===== src/rtl/core/mabs_pkg.sv =====
// ----------------------------------------------------------------------------
// mabs_pkg
// Shared types and constants of the multi-axis Bresenham step generator.
// ----------------------------------------------------------------------------
package mabs_pkg;

    localparam int STEP_W  = 31;
    localparam int POS_W   = 32;
    localparam int ERR_W   = 33;
    localparam int IN_AXES = 4;

    typedef enum logic [1:0] {
        OP_LOAD  = 2'd0,
        OP_TICK  = 2'd1,
        OP_SETPOS = 2'd2,
        OP_ABORT = 2'd3
    } mabs_op_t;

    typedef struct packed {
        logic load;
        logic tick;
        logic set_pos;
    } mabs_axis_ctrl_t;

endpackage


===== src/rtl/core/mabs_axis.sv =====
// ----------------------------------------------------------------------------
// mabs_axis
// One axis: error counter, step count, direction and step position.
// ----------------------------------------------------------------------------
module mabs_axis
    import mabs_pkg::*;
(
    input  logic                    clk,
    input  logic                    rst_n,
    input  mabs_axis_ctrl_t         ctrl,
    input  logic [STEP_W-1:0]       steps_load,
    input  logic                    dir_load,
    input  logic [ERR_W-1:0]        err_start,
    input  logic [STEP_W-1:0]       total_events,
    input  logic [POS_W-1:0]        pos_load,
    output logic                    pulse,
    output logic [POS_W-1:0]        pos_next
);

    logic [ERR_W-1:0]  err_reg;
    logic [ERR_W-1:0]  err_next;
    logic [STEP_W-1:0] steps_reg;
    logic              dir_reg;
    logic [POS_W-1:0]  pos_reg;
    logic [ERR_W-1:0]  err_sum;

    assign err_sum = err_reg + {{(ERR_W-STEP_W){1'b0}}, steps_reg};
    assign pulse   = ctrl.tick && !err_sum[ERR_W-1] && (err_sum != '0);

    always_comb
    begin
        err_next = err_reg;
        pos_next = pos_reg;
        if (ctrl.load)
        begin
            err_next = err_start;
        end
        else if (ctrl.tick)
        begin
            err_next = err_sum;
            if (pulse)
            begin
                err_next = err_sum - {{(ERR_W-STEP_W){1'b0}}, total_events};
                pos_next = dir_reg ? pos_reg - POS_W'(1) : pos_reg + POS_W'(1);
            end
        end
        else if (ctrl.set_pos)
        begin
            pos_next = pos_load;
        end
    end

    always_ff @(posedge clk or negedge rst_n)
    begin
        if (!rst_n)
        begin
            err_reg   <= '0;
            steps_reg <= '0;
            dir_reg   <= 1'b0;
            pos_reg   <= '0;
        end
        else
        begin
            err_reg <= err_next;
            pos_reg <= pos_next;
            if (ctrl.load)
            begin
                steps_reg <= steps_load;
                dir_reg   <= dir_load;
            end
        end
    end

endmodule


===== src/rtl/core/multi_axis_bresenham_stepper.sv =====
// ----------------------------------------------------------------------------
// multi_axis_bresenham_stepper
// Bresenham step distributor over several axes with load, tick, set-position
// and abort operations; one result beat for every input beat.
// ----------------------------------------------------------------------------
// An accepted input beat passes the input register and then the result register.
// Throughput is one beat per cycle while m_tready does not stall the result register;
// the per-axis add, compare and subtract lie between the input register and the result register.
// Reset clears all positions, counters, step counts and the active flag.
// ----------------------------------------------------------------------------
module multi_axis_bresenham_stepper
    import mabs_pkg::*;
#(
    parameter int AXES = 4
)
(
    input  logic         clk,
    input  logic         rst_n,
    input  logic         s_tvalid,
    output logic         s_tready,
    // steps_x, steps_y, steps_z, steps_e, event_count, dir_bits, axis_sel,
    // position_value, zero fill
    input  logic [199:0] s_tdata,
    // op
    input  logic [1:0]   s_tuser,
    output logic         m_tvalid,
    input  logic         m_tready,
    // step_mask, active, pos_x, pos_y, pos_z, pos_e, zero fill
    output logic [135:0] m_tdata,
    output logic         m_tlast
);

    logic                              in_valid_reg;
    mabs_op_t                          op_reg;
    logic [IN_AXES-1:0][STEP_W-1:0]    steps_reg;
    logic [STEP_W-1:0]                 event_reg;
    logic [IN_AXES-1:0]                dir_reg;
    logic [1:0]                        sel_reg;
    logic [POS_W-1:0]                  posval_reg;

    logic                              out_valid_reg;
    logic [IN_AXES-1:0]                mask_reg;
    logic                              done_reg;
    logic [IN_AXES-1:0][POS_W-1:0]     pos_out_reg;

    logic [STEP_W-1:0]                 total_reg;
    logic [STEP_W-1:0]                 done_cnt_reg;
    logic [STEP_W-1:0]                 done_cnt_next;
    logic                              active_reg;
    logic                              active_next;

    logic                              advance;
    logic                              tick;
    logic                              finish;
    logic [ERR_W-1:0]                  err_start;
    logic [AXES-1:0]                   pulse;
    logic [AXES-1:0][POS_W-1:0]        pos_next;
    logic [IN_AXES-1:0]                mask_next;
    logic [IN_AXES-1:0][POS_W-1:0]     pos_out_next;

    assign advance  = in_valid_reg && (!out_valid_reg || m_tready);
    assign s_tready = !in_valid_reg || advance;

    always_ff @(posedge clk or negedge rst_n)
    begin
        if (!rst_n)
        begin
            in_valid_reg <= 1'b0;
        end
        else if (s_tready)
        begin
            in_valid_reg <= s_tvalid;
        end
    end

    always_ff @(posedge clk)
    begin
        if (s_tready && s_tvalid)
        begin
            op_reg       <= mabs_op_t'(s_tuser);
            steps_reg[0] <= s_tdata[30:0];
            steps_reg[1] <= s_tdata[61:31];
            steps_reg[2] <= s_tdata[92:62];
            steps_reg[3] <= s_tdata[123:93];
            event_reg    <= s_tdata[154:124];
            dir_reg      <= s_tdata[158:155];
            sel_reg      <= s_tdata[160:159];
            posval_reg   <= s_tdata[192:161];
        end
    end

    assign tick          = advance && (op_reg == OP_TICK) && active_reg;
    assign done_cnt_next = done_cnt_reg + STEP_W'(1);
    assign finish        = tick && (done_cnt_next >= total_reg);
    assign err_start     = ERR_W'(0) - {{(ERR_W-STEP_W+1){1'b0}}, event_reg[STEP_W-1:1]};

    always_comb
    begin
        active_next = active_reg;
        if (advance)
        begin
            unique case (op_reg)
                OP_LOAD:   active_next = 1'b1;
                OP_TICK:   active_next = active_reg && !finish;
                OP_SETPOS: active_next = active_reg;
                OP_ABORT:  active_next = 1'b0;
                default:   active_next = active_reg;
            endcase
        end
    end

    always_ff @(posedge clk or negedge rst_n)
    begin
        if (!rst_n)
        begin
            total_reg    <= '0;
            done_cnt_reg <= '0;
            active_reg   <= 1'b0;
        end
        else
        begin
            active_reg <= active_next;
            if (advance && (op_reg == OP_LOAD))
            begin
                total_reg    <= event_reg;
                done_cnt_reg <= '0;
            end
            else if (tick)
            begin
                done_cnt_reg <= done_cnt_next;
            end
        end
    end

    for (genvar i = 0; i < AXES; i++)
    begin : g_axis
        mabs_axis_ctrl_t   ctrl;
        logic [STEP_W-1:0] steps_in;
        logic              dir_in;

        if (i < IN_AXES)
        begin : g_in
            assign steps_in = steps_reg[i];
            assign dir_in   = dir_reg[i];
        end
        else
        begin : g_pad
            assign steps_in = '0;
            assign dir_in   = 1'b0;
        end

        assign ctrl.load    = advance && (op_reg == OP_LOAD);
        assign ctrl.tick    = tick;
        assign ctrl.set_pos = advance && (op_reg == OP_SETPOS) && (int'(sel_reg) == i);

        mabs_axis u_axis
        (
            .clk          (clk),
            .rst_n        (rst_n),
            .ctrl         (ctrl),
            .steps_load   (steps_in),
            .dir_load     (dir_in),
            .err_start    (err_start),
            .total_events (total_reg),
            .pos_load     (posval_reg),
            .pulse        (pulse[i]),
            .pos_next     (pos_next[i])
        );
    end

    for (genvar i = 0; i < IN_AXES; i++)
    begin : g_out
        if (i < AXES)
        begin : g_live
            assign mask_next[i]    = pulse[i];
            assign pos_out_next[i] = pos_next[i];
        end
        else
        begin : g_zero
            assign mask_next[i]    = 1'b0;
            assign pos_out_next[i] = '0;
        end
    end

    always_ff @(posedge clk or negedge rst_n)
    begin
        if (!rst_n)
        begin
            out_valid_reg <= 1'b0;
        end
        else if (advance)
        begin
            out_valid_reg <= 1'b1;
        end
        else if (m_tready)
        begin
            out_valid_reg <= 1'b0;
        end
    end

    always_ff @(posedge clk)
    begin
        if (advance)
        begin
            mask_reg    <= mask_next;
            done_reg    <= finish;
            pos_out_reg <= pos_out_next;
        end
    end

    logic active_out_reg;

    always_ff @(posedge clk)
    begin
        if (advance)
        begin
            active_out_reg <= active_next;
        end
    end

    assign m_tvalid = out_valid_reg;
    assign m_tlast  = done_reg;
    assign m_tdata  = {3'b000, pos_out_reg[3], pos_out_reg[2], pos_out_reg[1],
                       pos_out_reg[0], active_out_reg, mask_reg};

endmodule

===== config.mk =====
export PLATFORM = sky130hd
export DESIGN_NAME = multi_axis_bresenham_stepper
export DESIGN_NICKNAME = d
export VERILOG_FILES = /design/src/rtl/core/mabs_pkg.sv /design/src/rtl/core/mabs_axis.sv /design/src/rtl/core/multi_axis_bresenham_stepper.sv
export SDC_FILE = /design/constraint.sdc
export NUM_CORES = 2
export LEC_CHECK = 0
export ABC_AREA = 1
export BUFFER_PORTS_ARGS = -buffer_cell sky130_fd_sc_hd__buf_2
export CAP_MARGIN = 30
export CORE_MARGIN = 10
export CORE_UTILIZATION = 54
export CTS_CLUSTER_DIAMETER = 150
export DETAILED_ROUTE_END_ITERATION = 8
export GPL_ROUTABILITY_DRIVEN = 1
export PLACE_DENSITY = 0.72
export SYNTH_ARGS = -nofsm -noshare
export SYNTH_HDL_FRONTEND = slang
export SYNTH_SLANG_ARGS = --single-unit

===== constraint.sdc =====
create_clock -name clk -period 15.09 [get_ports clk]
set_input_delay 3.018 -clock clk [delete_from_list [all_inputs] [get_ports clk]]
set_output_delay 3.018 -clock clk [all_outputs]
set_load 0.1 [all_outputs]

==> summary.md <==
| Metric | Value |
|---|---|
| Syn avg cell area | `7.269 µm²` |
| Final Max Tran Viols | `0` |
| Overall Global Routing Usage | `31.33%` |
| H-tree levels | `3` |
| Max FFs per register | `132` |
| Detailed Route WL | `190500 µm` |
| Worst min-delay path class | `reg2reg` |
| Post-DP HPWL | `143100 µm` |
| Unique masters post-synth | `61` |
| DR WL/cell | `19.88 µm` |
| Layout cells sized above 1 | `7.632%` |
| # nets final | `8733` |
| CP endpoint | `s_tready` |
| Setup tns final | `0 ns` |
| Row count | `119` |
| Fill cell count | `9769` |
| Hold Buf Count CTS | `0` |
| Fin crit share | `44.30%` |
| Post-synth top area cell | `dfrtp_1` |
| Synthesized flop and latch total | `782` |
| Number of max-cap violations | `0` |
| Initial antenna violation count | `6` |
| GRT Residual Overflow | `0` |
| Core Footprint | `105000 µm²` |
| Post-synth top cells | `2168 x nand2_1, 1015 x inv_1, 766 x nor2_1` |
| Final-report hold violation count | `0` |
| Port Buffer Count | `334` |
| # setup viols final | `0` |
| CP Class | `in2out` |
| Clk Latency, worst-skew pair | `0.69 ns` |
| Vias/cell | `5.598` |
| Syn Inst Count | `7832` |
| Resized cells post-CTS | `0` |
| R2R Setup Slk | `10.01 ns` |
| Drt drc | `0` |
| CTS tree | `yes` |
| First-pass GRT wire length | `290000 µm` |
| CTS buffer count | `89` |
| Minimum clock period | `6.686 ns` |
| Worst R2R Start | `g_axis[2].u_axis.steps_reg[0]$_DFFE_PN0P_` |
| Max clock buf depth | `3` |
| Async SR Flop Fraction | `57.93%` |
| Iter 0 DRT Violations | `4509` |
| Crit-path most repeated cell | `buf_2` |
| Clk slew on worst S/H paths | `0.06 ns` |
| Ranking of synthesized cells by area | `dfrtp_1 20%, edfxtp_1 17%, nand2_1 14%, ha_1 8.8%, inv_1 6.7%` |
| Worst Setup SP | `m_tready` |
| CP peak stage delay | `0.44 ns` |
| Worst Path Max Fanout | `3` |
| Die height | `344.7 µm` |
| CP Launch Type | `input port` |
| RSZ-0062 raised after global routing | `no` |
| Final antenna-violating net count | `0` |
| Ys Warns | `0` |
| Post-synth EDFFs | `329` |
| Critical path, cell by cell | `buf_2, inv_1, nand3_1, buf_2` |
| Post-CTS Setup Bufs | `0` |
| Main synth FF type | `dfrtp_1` |
| Sink Count | `782` |
| Clock skew after layout | `0.02230 ns` |
| Synth-to-layout area growth | `10.64%` |
| Root buf cell | `clkbuf_16` |
| Reg-to-Reg End | `m_tdata[73]$_DFFE_PP_` |
| Vias | `53644` |
| CP arrival | `3.67 ns` |
| First-pass detailed-route iteration total | `6` |
| Top cell type's share of synthesized area | `19.91%` |
| I/O pin total | `345` |
| Status | `finished clean` |
| Mapped Area | `56930 µm²` |
| Worst rel slew slack | `27.60%` |
| Most common cell in the netlist | `nand2_1` |
| Crit end category | `output pin` |
| F_max | `149.6 MHz` |
| Register area share after synthesis | `37.27%` |
| Die ar. | `118800 µm²` |
| Register-to-Register Path Depth | `17` |
| Gpl congestion | `0.9840` |
| Die Wd | `344.7 µm` |
| Number of global-route vias before repair | `51103` |
| Req. time, crit path | `12.07 ns` |
| Initial Utilization | `54.24%` |
| Worst slew pin tran | `1.086 ns` |
| Largest net degree at the start of global routing | `147` |
| CP max-delay cell | `buf_2` |
==> layer usage <==
metal  up-vias  wire [µm]  global-route usage [%]
li1      26356          -                       -
met1     24744      75460                   38.34
met2      2045      87680                   51.66
met3       493      14830                   5.795
met4         6      12470                   17.94
met5         -         40                       0
==> cell usage in the layout, fill, tap and decap left out, types with 12 or more instances in the layout <==
cell type,n
nand3b_1,53
a21boi_0,23
clkinv_1,16
a21oi_1,613
dfrtp_1,453
buf_4,47
o211ai_1,35
ha_1,401
buf_2,333
nand4_1,92
xnor2_1,114
nand3_1,440
clkinv_2,14
clkbuf_16,91
nor2_2,26
o21bai_1,48
o21ai_1,49
o22ai_1,89
nor2_1,764
nor4_1,25
a21o_1,43
xor2_1,185
inv_1,1012
edfxtp_1,329
nand3_2,12
nor3_1,61
clkbuf_1,18
a31oi_1,31
nand2_1,2168
o21ai_0,445
fa_1,12
==> worst max-delay path: cells and delay by family <==
kind / cells / cell delay [ns]
simple gates: 1 / 0.09
buf+inv: 3 / 0.55
==> cell type report <==
type,count,area [µm²],share of cell area [%]
Multi-Input combinational cell,5816,30970,49.17
Sequential cell,782,21220,33.68
Inverter,1033,3905,6.200
Clock buffer,116,2441,3.876
Timing Repair Buffer,392,2245,3.564
Tap cell,1391,1740,2.763
Clock inverter,50,464.2,0.7370
Antenna cell,2,5.005,0.007946
==> cells by family after synthesis <==
| logic type | count (synthesis) | share of synthesized area, % |
|---|---|---|
| AND/OR/NAND/NOR | 3678 | 26.69 |
| AO/OA/AOI/OAI | 1420 | 13.63 |
| buffers and inverters | 1236 | 8.490 |
| flip-flops | 782 | 37.27 |
| adder cells (fa/ha/maj) | 413 | 9.235 |
| XOR/XNOR | 302 | 4.686 |
| other | 1 | 0.006587 |
==> how the worst min path moves through the flow <==
stage                                           startpoint                                          to  depth (start not counted)  slack [ns]
after floorplan            g_axis[0].steps_in[0]$_DFFE_PP_   g_axis[0].u_axis.steps_reg[0]$_DFFE_PN0P_                          2        0.43
after global placement    g_axis[2].steps_in[10]$_DFFE_PP_  g_axis[2].u_axis.steps_reg[10]$_DFFE_PN0P_                          2        0.43
after detailed placement  g_axis[2].steps_in[26]$_DFFE_PP_  g_axis[2].u_axis.steps_reg[26]$_DFFE_PN0P_                          2        0.43
after CTS                  g_axis[2].steps_in[0]$_DFFE_PP_   g_axis[2].u_axis.steps_reg[0]$_DFFE_PN0P_                          2        0.45
after global routing      g_axis[0].steps_in[29]$_DFFE_PP_  g_axis[0].u_axis.steps_reg[29]$_DFFE_PN0P_                          2        0.46
final                      g_axis[2].steps_in[0]$_DFFE_PP_   g_axis[2].u_axis.steps_reg[0]$_DFFE_PN0P_                          2        0.43
==> metrics by stage <==
| step | cells | worst slack [ns] | hold WS [ns] | utilization, % | cell area [µm²] |
|---|---|---|---|---|---|
| floorplan | 7834 | 6.803 | 0.4254 | - | 56940 |
| global placement | 9405 | 7.906 | 0.4287 | 57.08 | 59920 |
| detailed placement | 9410 | 7.837 | 0.4321 | 57.15 | 60000 |
| CTS | 9576 | 8.401 | 0.4454 | 59.92 | 62900 |
| global route | 9580 | 8.350 | 0.4585 | 60.00 | 62980 |
| finish | 9582 | 8.404 | 0.4344 | 60.00 | 62990 |
Power is not shown: default switching activity piles up to over one toggle a cycle in this logic, so the estimate is an artifact.
